**config.mk**
```make
export PLATFORM = sky130hd
export DESIGN_NAME = hlp_container_reassembler
export DESIGN_NICKNAME = d
export VERILOG_FILES = /design/src/hlpr_pkg.sv /design/src/hlpr_parser.sv /design/src/hlpr_out_queue.sv /design/src/hlp_container_reassembler.sv
export SDC_FILE = /design/constraint.sdc
export NUM_CORES = 1
export LEC_CHECK = 0
export BUFFER_PORTS_ARGS = -buffer_cell sky130_fd_sc_hd__clkbuf_2
export CORE_AREA = 4 4 206 208
export CTS_BUF_LIST = sky130_fd_sc_hd__clkbuf_8
export CTS_CLUSTER_SIZE = 40
export DETAILED_ROUTE_END_ITERATION = 16
export DIE_AREA = 0 0 210 212
export HOLD_SLACK_MARGIN = 0.03
export PLACE_DENSITY = 0.7
export SYNTH_ARGS = -nofsm -noshare
export SYNTH_HDL_FRONTEND = slang
export SYNTH_HIERARCHICAL = 1
export SYNTH_SLANG_ARGS = --single-unit
```
**constraint.sdc**
```tcl
create_clock -name i_clk -period 25.9 [get_ports i_clk]
set_input_delay 2.59 -clock i_clk [delete_from_list [all_inputs] [get_ports i_clk]]
set_output_delay 2.59 -clock i_clk [all_outputs]
set_load 0.02 [all_outputs]
```
**src/hlpr_pkg.sv**
```systemverilog
// Package for the HLP container reassembler: parser phase codes, element ids,
// the LLC/SNAP header constant and the result record type.
// No dependencies.
package hlpr_pkg;

    localparam int MAX_PACKET_BYTES_DEF = 4095;

    // Results one input byte can cause: six released header bytes plus an end marker
    localparam int MAX_RESULTS = 8;
    localparam int RES_IDX_W   = $clog2(MAX_RESULTS);
    localparam int RES_CNT_W   = $clog2(MAX_RESULTS + 1);

    localparam logic [7:0] EID_EXT      = 8'd255;
    localparam logic [7:0] EID_FRAG     = 8'd242;
    localparam logic [7:0] EXT_HLP      = 8'd5;
    localparam logic [7:0] MIN_CONT_LEN = 8'd13;

    // Header byte i sits at bits [47-8i -: 8]
    localparam logic [47:0] SNAP_HEADER = 48'haaaa_0300_0000;

    localparam logic [3:0] MAC_BYTES   = 4'd6;
    localparam logic [3:0] MACS_BYTES  = 4'd12;
    localparam logic [2:0] HOLD_BYTES  = 3'd6;
    localparam logic [2:0] HOLD_STRIP  = 3'd6;
    localparam logic [2:0] HOLD_PASS   = 3'd7;

    typedef enum logic [5:0] {
        PH_ID   = 6'b000001,
        PH_LEN  = 6'b000010,
        PH_SKIP = 6'b000100,
        PH_EXT  = 6'b001000,
        PH_BODY = 6'b010000,
        PH_STOP = 6'b100000
    } t_phase;

    typedef enum logic [3:0] {
        HP_SCAN   = 4'b0001,
        HP_OPEN   = 4'b0010,
        HP_FOLLOW = 4'b0100,
        HP_CONT   = 4'b1000
    } t_hpos;

    localparam logic KIND_PAYLOAD = 1'b0;
    localparam logic KIND_END     = 1'b1;

    typedef struct packed {
        logic        kind;
        logic [7:0]  data;
        logic [11:0] kept;
        logic        pkt_valid;
    } t_result;

endpackage

```
**src/hlpr_parser.sv**
```systemverilog
// Element parser of the HLP container reassembler: parse state and the
// result list caused by one byte. Depends on hlpr_pkg.
module hlpr_parser #(
    parameter int MAX_PACKET_BYTES = hlpr_pkg::MAX_PACKET_BYTES_DEF
) (
    input  logic                           i_clk,
    input  logic                           i_rst_n,
    input  logic                           i_go,
    input  logic [7:0]                     i_byte,
    input  logic                           i_last,
    input  logic [47:0]                    i_station,
    output hlpr_pkg::t_result              o_res [hlpr_pkg::MAX_RESULTS],
    output logic [hlpr_pkg::RES_CNT_W-1:0] o_res_cnt
);

    localparam int CNT_W = $clog2(MAX_PACKET_BYTES + 1);
    localparam logic [CNT_W-1:0] CNT_MAX = CNT_W'(MAX_PACKET_BYTES);
    localparam logic [CNT_W-1:0] CNT_SIX = CNT_W'(6);

    hlpr_pkg::t_phase r_phase, n_phase;
    hlpr_pkg::t_hpos  r_hpos, n_hpos;
    logic [7:0]       r_kind, n_kind;
    logic [7:0]       r_rem, n_rem;
    logic [3:0]       r_mac, n_mac;
    logic             r_sm, n_sm;
    logic [7:0]       r_hold [6];
    logic [7:0]       n_hold [6];
    logic [2:0]       r_hc, n_hc;
    logic [CNT_W-1:0] r_emit, n_emit;
    logic [CNT_W-1:0] r_cl, n_cl;

    always_comb begin
        logic [hlpr_pkg::RES_CNT_W-1:0] k;
        logic [7:0]       rem_dec;
        logic [2:0]       j;
        logic             same;
        logic             do_close;
        logic             close_ok;
        logic [CNT_W-1:0] kf;

        n_phase = r_phase;
        n_hpos  = r_hpos;
        n_kind  = r_kind;
        n_rem   = r_rem;
        n_mac   = r_mac;
        n_sm    = r_sm;
        n_hc    = r_hc;
        n_emit  = r_emit;
        n_cl    = r_cl;
        for (int i = 0; i < 6; i++) begin
            n_hold[i] = r_hold[i];
        end
        for (int i = 0; i < hlpr_pkg::MAX_RESULTS; i++) begin
            o_res[i] = '0;
        end
        k        = '0;
        rem_dec  = (r_rem != 8'd0) ? r_rem - 8'd1 : 8'd0;
        j        = 3'(r_mac - hlpr_pkg::MAC_BYTES);
        same     = 1'b0;
        do_close = 1'b0;
        close_ok = 1'b1;
        kf       = '0;

        unique case (r_phase)
            hlpr_pkg::PH_ID: begin
                n_kind  = i_byte;
                n_phase = hlpr_pkg::PH_LEN;
                if (r_hpos == hlpr_pkg::HP_OPEN && i_byte != hlpr_pkg::EID_FRAG) begin
                    do_close = 1'b1;
                    n_hpos   = hlpr_pkg::HP_FOLLOW;
                end
            end
            hlpr_pkg::PH_LEN: begin
                n_rem = i_byte;
                priority if (r_hpos == hlpr_pkg::HP_OPEN) begin
                    n_phase = (i_byte == 8'd0) ? hlpr_pkg::PH_ID : hlpr_pkg::PH_BODY;
                end else if (r_kind == hlpr_pkg::EID_EXT
                             && i_byte >= hlpr_pkg::MIN_CONT_LEN) begin
                    n_phase = hlpr_pkg::PH_EXT;
                end else if (r_hpos == hlpr_pkg::HP_SCAN) begin
                    n_phase = (i_byte == 8'd0) ? hlpr_pkg::PH_ID : hlpr_pkg::PH_SKIP;
                end else begin
                    n_phase = hlpr_pkg::PH_STOP;
                end
            end
            hlpr_pkg::PH_SKIP: begin
                n_rem = rem_dec;
                if (rem_dec == 8'd0) begin
                    n_phase = hlpr_pkg::PH_ID;
                end
            end
            hlpr_pkg::PH_EXT: begin
                n_rem = rem_dec;
                priority if (i_byte == hlpr_pkg::EXT_HLP) begin
                    n_hpos  = hlpr_pkg::HP_CONT;
                    n_mac   = '0;
                    n_sm    = 1'b1;
                    n_hc    = '0;
                    n_emit  = '0;
                    n_cl    = '0;
                    n_phase = hlpr_pkg::PH_BODY;
                    for (int i = 0; i < 6; i++) begin
                        n_hold[i] = '0;
                    end
                end else if (r_hpos == hlpr_pkg::HP_SCAN) begin
                    n_phase = hlpr_pkg::PH_SKIP;
                end else begin
                    n_phase = hlpr_pkg::PH_STOP;
                end
            end
            hlpr_pkg::PH_BODY: begin
                if (r_mac < hlpr_pkg::MACS_BYTES) begin
                    // Second MAC is the source: check it against the station
                    if (r_mac >= hlpr_pkg::MAC_BYTES
                        && i_station[(3'd5 - j) * 8 +: 8] != i_byte) begin
                        n_sm = 1'b0;
                    end
                    n_mac = r_mac + 4'd1;
                end else begin
                    if (r_hc < hlpr_pkg::HOLD_BYTES) begin
                        n_hold[r_hc] = i_byte;
                        n_hc         = r_hc + 3'd1;
                        if (r_hc == hlpr_pkg::HOLD_BYTES - 3'd1) begin
                            same = 1'b1;
                            for (int i = 0; i < 6; i++) begin
                                if (n_hold[i] != hlpr_pkg::SNAP_HEADER[(5 - i) * 8 +: 8]) begin
                                    same = 1'b0;
                                end
                            end
                            // Not a SNAP header: release the held bytes if the source matched
                            if (!same) begin
                                n_hc = hlpr_pkg::HOLD_PASS;
                                if (r_sm) begin
                                    for (int i = 0; i < 6; i++) begin
                                        o_res[k[hlpr_pkg::RES_IDX_W-1:0]].kind =
                                            hlpr_pkg::KIND_PAYLOAD;
                                        o_res[k[hlpr_pkg::RES_IDX_W-1:0]].data = n_hold[i];
                                        k = k + 1'b1;
                                    end
                                end
                            end
                        end
                    end else if (r_sm) begin
                        o_res[k[hlpr_pkg::RES_IDX_W-1:0]].kind = hlpr_pkg::KIND_PAYLOAD;
                        o_res[k[hlpr_pkg::RES_IDX_W-1:0]].data = i_byte;
                        k = k + 1'b1;
                    end
                    if (r_emit < CNT_MAX) begin
                        n_emit = r_emit + 1'b1;
                    end
                end
                n_rem = rem_dec;
                if (rem_dec == 8'd0) begin
                    n_cl    = n_emit;
                    n_phase = hlpr_pkg::PH_ID;
                    if (r_hpos == hlpr_pkg::HP_CONT) begin
                        n_hpos = hlpr_pkg::HP_OPEN;
                    end
                end
            end
            hlpr_pkg::PH_STOP: begin
            end
            default: begin
            end
        endcase

        if (i_last) begin
            if (n_hpos == hlpr_pkg::HP_OPEN) begin
                do_close = 1'b1;
            end else if (n_hpos == hlpr_pkg::HP_CONT) begin
                do_close = 1'b1;
                close_ok = 1'b0;
            end
        end

        // Close an open packet: flush a partial header, then the end marker
        if (do_close && n_sm) begin
            if (close_ok && n_hc < hlpr_pkg::HOLD_BYTES) begin
                for (int i = 0; i < 5; i++) begin
                    if (3'(i) < n_hc) begin
                        o_res[k[hlpr_pkg::RES_IDX_W-1:0]].kind = hlpr_pkg::KIND_PAYLOAD;
                        o_res[k[hlpr_pkg::RES_IDX_W-1:0]].data = n_hold[i];
                        k = k + 1'b1;
                    end
                end
            end
            if (n_hc == hlpr_pkg::HOLD_STRIP) begin
                kf = (n_cl >= CNT_SIX) ? n_cl - CNT_SIX : '0;
            end else begin
                kf = n_cl;
            end
            o_res[k[hlpr_pkg::RES_IDX_W-1:0]].kind      = hlpr_pkg::KIND_END;
            o_res[k[hlpr_pkg::RES_IDX_W-1:0]].pkt_valid = close_ok;
            if (close_ok) begin
                o_res[k[hlpr_pkg::RES_IDX_W-1:0]].kept =
                    (32'(kf) > 32'd4095) ? 12'hFFF : 12'(kf);
            end
            k = k + 1'b1;
        end

        // End of buffer: back to scanning
        if (i_last) begin
            n_phase = hlpr_pkg::PH_ID;
            n_hpos  = hlpr_pkg::HP_SCAN;
            n_kind  = '0;
            n_rem   = '0;
            n_mac   = '0;
            n_sm    = 1'b1;
            n_hc    = '0;
            n_emit  = '0;
            n_cl    = '0;
            for (int i = 0; i < 6; i++) begin
                n_hold[i] = '0;
            end
        end

        o_res_cnt = k;
    end

    always_ff @(posedge i_clk) begin
        if (!i_rst_n) begin
            r_phase <= hlpr_pkg::PH_ID;
            r_hpos  <= hlpr_pkg::HP_SCAN;
            r_kind  <= '0;
            r_rem   <= '0;
            r_mac   <= '0;
            r_sm    <= 1'b1;
            r_hc    <= '0;
            r_emit  <= '0;
            r_cl    <= '0;
        end else if (i_go) begin
            r_phase <= n_phase;
            r_hpos  <= n_hpos;
            r_kind  <= n_kind;
            r_rem   <= n_rem;
            r_mac   <= n_mac;
            r_sm    <= n_sm;
            r_hc    <= n_hc;
            r_emit  <= n_emit;
            r_cl    <= n_cl;
        end
    end

    // Held bytes are read only below the hold count, so they need no reset
    always_ff @(posedge i_clk) begin
        if (i_go) begin
            for (int i = 0; i < 6; i++) begin
                r_hold[i] <= n_hold[i];
            end
        end
    end

endmodule

```
**src/hlpr_out_queue.sv**
```systemverilog
// Result buffer of the HLP container reassembler: holds the results of one
// byte and hands them out one per transaction. Depends on hlpr_pkg.
module hlpr_out_queue (
    input  logic                           i_clk,
    input  logic                           i_rst_n,
    input  logic                           i_load,
    input  hlpr_pkg::t_result              i_res [hlpr_pkg::MAX_RESULTS],
    input  logic [hlpr_pkg::RES_CNT_W-1:0] i_res_cnt,
    output logic                           o_free,
    output logic                           o_out_valid,
    input  logic                           i_out_stall,
    output logic                           o_result_kind,
    output logic [7:0]                     o_payload_byte,
    output logic [11:0]                    o_kept_length,
    output logic                           o_packet_valid
);

    hlpr_pkg::t_result              r_buf [hlpr_pkg::MAX_RESULTS];
    logic [hlpr_pkg::RES_CNT_W-1:0] r_cnt;
    logic [hlpr_pkg::RES_IDX_W-1:0] r_rd;
    logic                           take;
    hlpr_pkg::t_result              head;

    assign o_out_valid = (r_cnt != '0);
    assign take        = o_out_valid && !i_out_stall;
    // Accept a new list once the last waiting result leaves
    assign o_free      = (r_cnt == '0) || (r_cnt == hlpr_pkg::RES_CNT_W'(1) && take);

    assign head           = r_buf[r_rd];
    assign o_result_kind  = head.kind;
    assign o_payload_byte = head.data;
    assign o_kept_length  = head.kept;
    assign o_packet_valid = head.pkt_valid;

    always_ff @(posedge i_clk) begin
        if (!i_rst_n) begin
            r_cnt <= '0;
            r_rd  <= '0;
        end else if (i_load) begin
            r_cnt <= i_res_cnt;
            r_rd  <= '0;
        end else if (take) begin
            r_cnt <= r_cnt - 1'b1;
            r_rd  <= r_rd + 1'b1;
        end
    end

    always_ff @(posedge i_clk) begin
        if (i_load) begin
            for (int i = 0; i < hlpr_pkg::MAX_RESULTS; i++) begin
                r_buf[i] <= i_res[i];
            end
        end
    end

    a_load_when_free: assert property (@(posedge i_clk) disable iff (!i_rst_n)
        i_load |-> o_free)
        else $error("result list loaded over waiting results");

    a_no_overrun: assert property (@(posedge i_clk) disable iff (!i_rst_n)
        (32'(r_rd) + 32'(r_cnt)) <= hlpr_pkg::MAX_RESULTS)
        else $error("result read pointer ran past the buffer");

    a_payload_clean: assert property (@(posedge i_clk) disable iff (!i_rst_n)
        (o_out_valid && o_result_kind == hlpr_pkg::KIND_PAYLOAD)
            |-> (o_kept_length == 12'd0 && !o_packet_valid))
        else $error("payload result carries end marker fields");

    a_drain_step: assert property (@(posedge i_clk) disable iff (!i_rst_n)
        (take && !i_load) |=> (r_cnt == $past(r_cnt) - 1'b1))
        else $error("result count did not follow a taken transaction");

endmodule

```
**src/hlp_container_reassembler.sv**
```systemverilog
// HLP container reassembler, top level: input register, station address
// register, element parser and result buffer. Depends on hlpr_pkg,
// hlpr_parser and hlpr_out_queue.
//
// Feed the information-element buffer one byte per transaction, with
// i_last_byte on its final byte. A byte is taken every cycle as long as
// each byte causes at most one result and the output is not stalled; a byte
// that causes several results (up to seven: a released six-byte header plus an
// end marker) occupies the result buffer until all but its last result have
// left, and the input stalls meanwhile, since results leave through one output
// port from an eight-entry result buffer. o_out_valid rises once a byte with
// results has passed the input register and been loaded into the result
// buffer. Results are payload bytes followed by an end marker carrying the
// kept length and a packet-valid flag. Write i_cfg_wr_data to set the station
// address (first octet in bits 47..40) only while idle.
module hlp_container_reassembler #(
    parameter int MAX_PACKET_BYTES = hlpr_pkg::MAX_PACKET_BYTES_DEF
) (
    input  logic        i_clk,
    input  logic        i_rst_n,
    input  logic        i_cfg_wr_en,
    input  logic [47:0] i_cfg_wr_data,
    input  logic        i_in_valid,
    output logic        o_in_stall,
    input  logic [7:0]  i_ie_byte,
    input  logic        i_last_byte,
    output logic        o_out_valid,
    input  logic        i_out_stall,
    output logic        o_result_kind,
    output logic [7:0]  o_payload_byte,
    output logic [11:0] o_kept_length,
    output logic        o_packet_valid
);

    logic [47:0] r_station;
    logic        r_in_vld;
    logic [7:0]  r_in_byte;
    logic        r_in_last;
    logic        free;
    logic        go;
    logic        in_take;

    hlpr_pkg::t_result              res [hlpr_pkg::MAX_RESULTS];
    logic [hlpr_pkg::RES_CNT_W-1:0] res_cnt;

    assign go         = r_in_vld && free;
    assign o_in_stall = r_in_vld && !go;
    assign in_take    = i_in_valid && !o_in_stall;

    always_ff @(posedge i_clk) begin
        if (!i_rst_n) begin
            r_station <= '0;
        end else if (i_cfg_wr_en) begin
            r_station <= i_cfg_wr_data;
        end
    end

    always_ff @(posedge i_clk) begin
        if (!i_rst_n) begin
            r_in_vld <= 1'b0;
        end else if (in_take) begin
            r_in_vld <= 1'b1;
        end else if (go) begin
            r_in_vld <= 1'b0;
        end
    end

    always_ff @(posedge i_clk) begin
        if (in_take) begin
            r_in_byte <= i_ie_byte;
            r_in_last <= i_last_byte;
        end
    end

    hlpr_parser #(
        .MAX_PACKET_BYTES (MAX_PACKET_BYTES)
    ) u_parser (
        .i_clk     (i_clk),
        .i_rst_n   (i_rst_n),
        .i_go      (go),
        .i_byte    (r_in_byte),
        .i_last    (r_in_last),
        .i_station (r_station),
        .o_res     (res),
        .o_res_cnt (res_cnt)
    );

    hlpr_out_queue u_out_queue (
        .i_clk          (i_clk),
        .i_rst_n        (i_rst_n),
        .i_load         (go),
        .i_res          (res),
        .i_res_cnt      (res_cnt),
        .o_free         (free),
        .o_out_valid    (o_out_valid),
        .i_out_stall    (i_out_stall),
        .o_result_kind  (o_result_kind),
        .o_payload_byte (o_payload_byte),
        .o_kept_length  (o_kept_length),
        .o_packet_valid (o_packet_valid)
    );

    a_stall_only_when_full: assert property (@(posedge i_clk) disable iff (!i_rst_n)
        o_in_stall |-> (r_in_vld && !free))
        else $error("input stalled with room to advance");

    a_go_consumes: assert property (@(posedge i_clk) disable iff (!i_rst_n)
        (go && !in_take) |=> !r_in_vld)
        else $error("input register kept a processed byte");

    a_take_fills: assert property (@(posedge i_clk) disable iff (!i_rst_n)
        in_take |=> r_in_vld)
        else $error("accepted byte not held in input register");

endmodule
```
Word level (Yosys, flattened, before mapping)
Memory sizes are Yosys's and may differ from the RTL's. A register that Yosys moved wholly into a read port is not among the register bits.
Cells that the tools add are included.

storage, ports and cells
  register bits after elaboration = 123
  bits in latches = 0
  RAM bits = 224
  ROM bits = 0
  logic and storage cells = 332
  memories = 2

memories
  name               words  width  rd ports  clocked after Yosys merged registers in  write ports  RTL line              text
  u_out_queue.r_buf  8      22     1         1                                        8            hlpr_out_queue.sv:18  hlpr_pkg::t_result r_buf [hlpr_pkg::MAX_RESULTS];
  u_parser.r_hold    6      8      6         0                                        6            hlpr_parser.sv:26     logic [7:0] r_hold [6];

cells by class
  add/subtract/negate cells = 15
  multipliers = 0
  div/mod/pow operators = 0
  magnitude comparators = 26
  equality and inequality tests = 23
  shifts and indexed selects = 1
  multiplexer cells = 199
  bitwise operators = 8
  reductions and logical operators = 43

operators with widths
  cell                 count
  $mux 176             17
  $bwmux 176           13
  $demux 22 s3         13
  $mux 9               30
  $mux 48              4
  $mux 22              6
  $mux 4               31
  $mux 12              10
  $mux 21              5
  $mux 8               12
  $pmux 48 s2          1
  $bwmux 48            1
  $pmux 12 s2          2
  $shiftx 48x33->8     1
  $mux 6               7
  $reduce_bool 8->1    4
  $mux 3               10
  $add 4x1->4 const B  7
  $ge 4x4->1 const B   7
  $lt 4x1->1 const B   7
  $mux 1               28
  $not 3->4            7
  $demux 8 s3          1
  $ne 8x8->1 const B   3
  54 further kinds     88

Longest topological paths before layout
Gate-level depths: netlist (run 1).

  word-level depth = 57
  mapped depth = 34
  gate-level depth less buffers = 28

By module
Netlist (run 1), hierarchy kept.

by module, submodules not included
  module                     times used  cells an instance  area an instance (µm²)
  hlpr_parser                1           1698               12648.4
  hlpr_out_queue             1           306                7203.2
  hlp_container_reassembler  1           169                2160.8

Worst setup path before layout (run 1)
Ideal clock, no wire load.

  kind = input to register
  from = input port i_out_stall
  to = register u_parser.r_emit[0]
  setup time = 115 ps
  arrival time = 9774 ps
  data required time = 25785 ps
  path slack = 16011 ps
  stages on the path = 12
  cells stage by stage = buf_2 -> inv_1 -> a21oi_1 -> nor3_1 -> and2_1 -> inv_2 -> nor2_1 -> clkbuf_1 -> o21ai_0 -> nand2_1 -> o21ai_0 -> and2_1

on the way
  word-level cells in the longest chain between the ends = 6

RTL lines
  element                     RTL line                         text
  start, declared             hlp_container_reassembler.sv:28  input logic i_out_stall,
  $logic_not 1->1             hlpr_out_queue.sv:25             assign take = o_out_valid && !i_out_stall;
  $logic_and 1x1->1           hlpr_out_queue.sv:25
  $logic_and 1x1->1           hlpr_out_queue.sv:27             assign o_free = (r_cnt == '0) || (r_cnt == hlpr_pkg::RES_CNT_W'(1) && take);
  $logic_or 1x1->1            hlpr_out_queue.sv:27
  net free                    hlp_container_reassembler.sv:39  logic free;
  $logic_and 1x1->1           hlp_container_reassembler.sv:46  assign go = r_in_vld && free;
  net go                      hlp_container_reassembler.sv:40  logic go;
  $reduce_and 3->1 (no line)  n/a
  end signal, assigned        hlpr_parser.sv:239               r_emit <= n_emit;
  end, declared               hlpr_parser.sv:29                logic [CNT_W-1:0] r_emit, n_emit;

The timed path passes the listed nets, and every way through them passes these cells.
A chain may end at the register's enable or synchronous reset.

==> out/metrics.cfg, run 1 <==
[outcome]
status = complete, no violations

[floorplan]
start_util_pct = 54.28
die_h_um = 212
ioPinCount = 86
fp-row-count = 74
die_w_um = 210
die-area_um2 = 44520
core_um2 = 40550

[global_routing]
grtUsageMet2_pct = 46.72
grtUsageTotal_pct = 30.85
gr-total-overflow = 0
grt_use_met3_pct = 8.396
grt_pass1_vias = 17647
busiest_layer = met2
grt_pass1_wl_mm = 107.3
grt_use_met1_pct = 43.82
grt_max_degree = 97
grt_antenna_before_repair = 1

[timing]
setup_viol = 0
slew_headroom_pct = 7.818
hold_viol = 0
whs_ns = 0.5082
fin_crit_sh_pct = 35.33
slew_viol_final = 0
tns_ns = 0
clock_skew_ns = 0.04128
rsz0062_at_grt = false
worst_slew_pin_slew_ns = 1.368
period_needed_ns = 9.151
fmax_mhz = 109.3

[setup_path]
slowest_delay_ns = 1.06
end_kind = flop
start_kind = flop
reg2reg_depth = 24
worstPathRequired_ns = 26.29
crit_slowest_cell = nor3b_2
rrSetupSlack_ns = 16.75
r2r_end = u_out_queue/r_buf[6][12]
cp.arrival_ns = 9.54
crit_type = reg2reg
r2r_start = u_parser/r_hc[0]
crit_chain = nor3b_2, mux2i_1, o2111ai_1, nor4_2, nand4b_1, and2_1, nor3_1, nor2_1, ha_1, o21ai_0, nand2_1, ha_1, inv_1, o211ai_1, ha_1, nor2_1, nor2_1, ha_1, mux2i_1, a211o_1, a21oi_1, o21ai_1, buf_4, nor2_1
path_max_fanout = 24

[layout]
regArea_um2 = 9341
fillCellCount = 3526
stdcell_count = 2769
layout_common_cells = nor2_1 (249), edfxtp_1 (233), mux2i_1 (146)
fin_nets = 2277
antenna_cells = 0
multi_input_area_um2 = 11750
area_growth_pct = 8.202
final_common_cell = nor2_1
drive_above_1_share_pct = 14.57
final_util_pct = 58.73

[clock_network]
numCtsBuffers = 56
cts_tree = done
ctsResizeCount = 0
h-tree-depth = 2
cts-root-buf = clkbuf_8
clock_latency_ns = 0.68
cts_setup_buffers = 0
path_clk_slew_ns = 0.06
cts.sinks = 350
clock_path_buffers = 3
holdBufCountCts = 0

[logic_synthesis]
yosysSeqAreaShare_pct = 42.43
synth_top_flop_cell = edfxtp_1
synth_seq_cells = 350
yosysUniqueCellTypes = 98
syn_avg_cell_area_um2 = 10.13
syn_nets = 2257
synthSimpleGateAreaFrac_pct = 17.40
synth_top_family_by_area = compound AO/OA/AOI/OAI gates
synthXorXnorAreaFrac_pct = 1.341
synth_compound_area_share_pct = 18.17
syn_inst = 2173
synth_edf_count = 233
synthArstFlopShare_pct = 0
ys_warn_count = 6
synthMuxAreaShare_pct = 14.94
synth_fa_ha_area_share_pct = 1.250
netlist_area_um2 = 22010

[drt]
drc = 0
via_count = 18733
ant_nets = 0
drtPass1Iterations = 6
drt-total-wl_mm = 70.14
wl_per_cell_um = 25.33
viasPerCell = 6.765
dr.first_iter.drc_count = 2352

[min_path]
min_from = u_out_queue/r_rd[2]
whs_path_depth = 2
hold_path_end = u_out_queue/r_rd[2]
hold_class = reg2reg

[placement]
place_hpwl_mm = 49.45
io_buffers = 85
place_inst = 2667
routabilityCongestion = 1.033

[power_and_ir_drop]
power_frac_seq_pct = 46.6
intPower_mw = 1.085
switchingPower_mw = 0.5409
peakVddDrop_v = 0.00007444
power.leakage_nw = 8.679
p_comb_share_pct = 24.8
p_per_area_nw_per_um2 = 68.27
swShare_pct = 33.26
clkPwrFrac_pct = 28.7

[run]
max_cap_viol_count = 0

==> critical path: cells and delay by family (launching register included) <==
family | cells | cell delay, ns
muxes | 2 | 0.82
DFF | 1 | 0.58
and+or+nand+nor | 10 | 4.07
adders and majority gates | 4 | 1.52
buffers and inverters | 2 | 0.37
AOI/OAI and AO/OA | 6 | 1.46
==> synth_stat cells (21+ instances only) <==
master	number	area (um^2)
nor2_1	249	934.7
edfxtp_1	233	6997
mux2i_1	146	1461
clkbuf_1	123	461.7
nand2_1	123	461.7
dfxtp_1	117	2342
nor2b_1	100	625.6
a21oi_1	94	470.5
a22oi_1	73	548.0
o21ai_0	64	320.3
nor3_1	48	240.2
mux2_2	47	529.3
inv_1	43	161.4
o22ai_1	41	256.5
nand3_1	37	185.2
mux4_1	34	893.4
a31oi_1	31	193.9
a211oi_1	26	195.2
a22o_1	26	227.7
buf_2	26	130.1
nand4_1	24	150.1
o211ai_1	23	172.7
ha_1	22	275.3
nor4_1	21	131.4
==> per-layer routing <==
metal,up-vias,part of all wire (%)
li1,8411,-
met1,9055,42
met2,1112,44
met3,155,11
met4,0,3.1
met5,-,0
==> worst max-delay path by stage <==
stage                     start                        to  depth (start not counted)
4_1_cts        u_parser/r_hc[0]  u_out_queue/r_buf[6][12]                         25
3_3_place_gp   u_parser/r_hc[0]  u_out_queue/r_buf[6][12]                         25
5_1_grt        u_parser/r_hc[0]  u_out_queue/r_buf[6][12]                         25
3_5_place_dp   u_parser/r_hc[0]   u_out_queue/r_buf[6][1]                         25
2_1_floorplan       i_out_stall        u_parser/r_emit[0]                         12
6_report       u_parser/r_hc[0]  u_out_queue/r_buf[6][12]                         24
==> kinds of logic (layout without fill, tap and decap cells) <==
kind of cell | Yosys count | after routing
DFF | 350 | 350
buffers and inverters | 219 | 283
and+or+nand+nor | 741 | 741
adders and majority gates | 22 | 22
xor gates and xnor gates | 32 | 32
AOI/OAI and AO/OA | 564 | 564
muxes | 245 | 245
==> final cells by class <==
cell class / count / area share [%]
repair buffers: 135 / 3.362
clock buffers: 61 / 3.525
clock inverters: 41 / 1.045
well taps: 532 / 2.795
multi-input cells: 1604 / 49.33
flip-flops and latches: 350 / 39.22
inverters: 46 / 0.7249
==> through the flow <==
step	setup slack (ns)	total power [mW]	area [um^2]
after floorplan	16.01	1.044	22010
after global placement	17.38	1.151	22730
after detailed placement	17.12	1.162	22730
after CTS	17.06	1.630	23820
after global routing	16.29	1.698	23820
final	16.75	1.626	23820
==> flip-flops by register name, summed over array words and instances (netlist names), 6 cells and up, named ones only <==
signal / cells
r_station: 48
u_parser/r_rem: 8
u_parser/r_emit: 12
u_parser/r_cl: 12
u_parser/r_hold: 48
u_out_queue/r_buf: 176
r_in_byte: 8
u_parser/r_kind: 8
u_parser/r_phase: 6
==> power groups by stage <==
stage	registers (mW)	logic [mW]	clock network, mW
global placement	0.762	0.389	0
detailed placement	0.768	0.394	0
floorplan	0.767	0.276	0
finish	0.757	0.403	0.466
CTS	0.757	0.395	0.478
global route	0.765	0.428	0.505
Note: power is estimated with default switching activity, not from simulation.
==> run 2: changes to the inputs <==
==> constraint.sdc (replaced) <==
create_clock -name i_clk -period 8.95 [get_ports i_clk]
set_input_delay 0.895 -clock i_clk [delete_from_list [all_inputs] [get_ports i_clk]]
set_output_delay 0.895 -clock i_clk [all_outputs]
set_load 0.02 [all_outputs]
==> out/metrics.cfg, run 2 (same netlist as run 1, synthesis figures left out) <==
[outcome]
status = complete, no violations  ; unchanged

[placement]
routabilityCongestion = 1.036  ; was 1.033
io_buffers = 85  ; unchanged
place_hpwl_mm = 50.64  ; was 49.45 mm

[setup_path]
rrSetupSlack_ns = 0.69  ; was 16.75 ns
slowest_delay_ns = 0.99  ; was 1.06 ns
cp.arrival_ns = 8.67  ; was 9.54 ns
path_max_fanout = 20  ; was 24
start_kind = flop  ; unchanged
startpoint = u_parser/r_hc[2]  ; was u_parser/r_hc[0]
endpoint = u_out_queue/r_buf[6][12]  ; unchanged
crit_slowest_cell = nor3b_2  ; unchanged
end_kind = flop  ; unchanged
r2r_end = u_out_queue/r_buf[6][12]  ; unchanged
r2r_start = u_parser/r_hc[2]  ; was u_parser/r_hc[0]
crit_type = reg2reg  ; unchanged
worstPathRequired_ns = 9.36  ; was 26.29 ns
reg2reg_depth = 25  ; was 24

[timing]
fin_crit_sh_pct = 92.28  ; was 35.33%
slew_headroom_pct = 12.22  ; was 7.818%
clock_skew_ns = 0.04886  ; was 0.04128 ns
setup_viol = 0  ; unchanged
worst_slew_pin_slew_ns = 1.303  ; was 1.368 ns
tns_ns = 0  ; unchanged
period_needed_ns = 8.259  ; was 9.151 ns
hold_viol = 0  ; unchanged
fmax_mhz = 121.1  ; was 109.3 MHz
slew_viol_final = 0  ; unchanged
rsz0062_at_grt = false  ; unchanged

[global_routing]
busiest_layer = met2  ; unchanged
grtUsageTotal_pct = 31.51  ; was 30.85%
grt_pass1_vias = 17653  ; about the same
grt_antenna_before_repair = 0  ; was 1
grt_max_degree = 86  ; was 97
grt_use_met3_pct = 7.009  ; was 8.396%
gr-total-overflow = 0  ; unchanged
grtUsageMet2_pct = 48.18  ; was 46.72%
grt_use_met1_pct = 45.09  ; was 43.82%
grt_pass1_wl_mm = 109.1  ; was 107.3 mm

[clock_network]
ctsResizeCount = 0  ; unchanged
holdBufCountCts = 0  ; unchanged
cts-root-buf = clkbuf_8  ; unchanged
numCtsBuffers = 58  ; was 56
path_clk_slew_ns = 0.06  ; about the same
clock_path_buffers = 3  ; unchanged
cts_setup_buffers = 0  ; unchanged
clock_latency_ns = 0.69  ; was 0.68 ns
cts_tree = done  ; unchanged
cts.sinks = 350  ; unchanged
h-tree-depth = 2  ; unchanged

[drt]
drt-total-wl_mm = 71.93  ; was 70.14 mm
drc = 0  ; unchanged
wl_per_cell_um = 25.75  ; was 25.33 um
viasPerCell = 6.744  ; was 6.765
drtPass1Iterations = 8  ; was 6
dr.first_iter.drc_count = 2342  ; was 2352
via_count = 18837  ; was 18.73k
ant_nets = 0  ; unchanged

[layout]
drive_above_1_share_pct = 15.79  ; was 14.57%
area_growth_pct = 9.265  ; was 8.202%
top_register = u_out_queue/r_buf  ; unchanged
final_util_pct = 59.31  ; was 58.73%
largest_register_ffs = 176  ; unchanged
layout_common_cells = nor2_1 (249), edfxtp_1 (233), mux2i_1 (146)  ; unchanged
antenna_cells = 0  ; unchanged
reg_top3 = u_out_queue/r_buf: 176 flops, r_station: 48 flops, u_parser/r_hold: 48 flops  ; unchanged
final_common_cell = nor2_1  ; unchanged
fin_nets = 2298  ; was 2277

[min_path]
whs_path_depth = 1  ; was 2
hold_class = in2reg  ; was reg2reg

[floorplan]
die_w_um = 210  ; unchanged
core_um2 = 40550  ; unchanged
start_util_pct = 54.28  ; unchanged
fp-row-count = 74  ; unchanged
die-area_um2 = 44520  ; unchanged
die_h_um = 212  ; unchanged
ioPinCount = 86  ; unchanged

[run]
max_cap_viol_count = 0  ; unchanged

[power_and_ir_drop]
power.leakage_nw = 8.803  ; was 8.679 nW
power_mw = 4.769  ; was 1.626 mW
peakVddDrop_v = 0.0002331  ; was 0.00007444 V
p_per_area_nw_per_um2 = 198.3  ; was 68.27 nW/um^2

-- run 2: per-stage QoR --
stage | cell area (um^2) | std cells | hold slack, ns | setup WS, ns
after floorplan | 22010 | 2173 | 0.4540 | 0.7559
after global placement | 22870 | 2685 | 0.4725 | 1.066
after detailed placement | 22870 | 2685 | 0.4898 | 0.8970
after CTS | 24050 | 2792 | 0.3427 | 0.8854
after global routing | 24050 | 2793 | 0.3705 | 0.2154
final | 24050 | 2793 | 0.3939 | 0.6910
-- run 2: layer usage --
metal / share of wire, % / wire length, um
met1: 42 / 30220
met2: 44 / 31630
met3: 11 / 7762
met4: 3.2 / 2315
met5: 0 / 0
-- run 2: critical path, delay by kind of cell, from the launching register on --
family / cells / cell delay [ns]
adders and majority gates: 4 / 1.45
muxes: 2 / 0.75
and+or+nand+nor: 9 / 2.51
buffers and inverters: 3 / 0.59
AOI/OAI and AO/OA: 7 / 2.15
DFF: 1 / 0.52
-- run 2: final cells by class --
cell class                      count  area [um^2]
Fill cell                        3455        16500
Multi-Input combinational cell   1604        11760
Sequential cell                   350         9341
Timing Repair Buffer              154        940.9
Clock buffer                       68        935.9
Tap cell                          532        665.6
Clock inverter                     39        240.2
Inverter                           46        172.7
-- run 2: report_power, final --
group	internal [mW]	total [mW]	switching, mW
logic	0.392	1.13	0.740
registers	2.06	2.21	0.156
clock network	0.733	1.42	0.690
total	3.18	4.77	1.59
-- run 2: worst min path at each step --
stage	from	endpoint	slack, ns
CTS	i_last_byte	r_in_last	0.34
finish	i_last_byte	r_in_last	0.39
global route	i_last_byte	r_in_last	0.37
detailed placement	u_out_queue/r_rd[2]	u_out_queue/r_rd[2]	0.49
floorplan	u_out_queue/r_rd[2]	flop	0.45
global placement	u_out_queue/r_rd[2]	u_out_queue/r_rd[2]	0.47
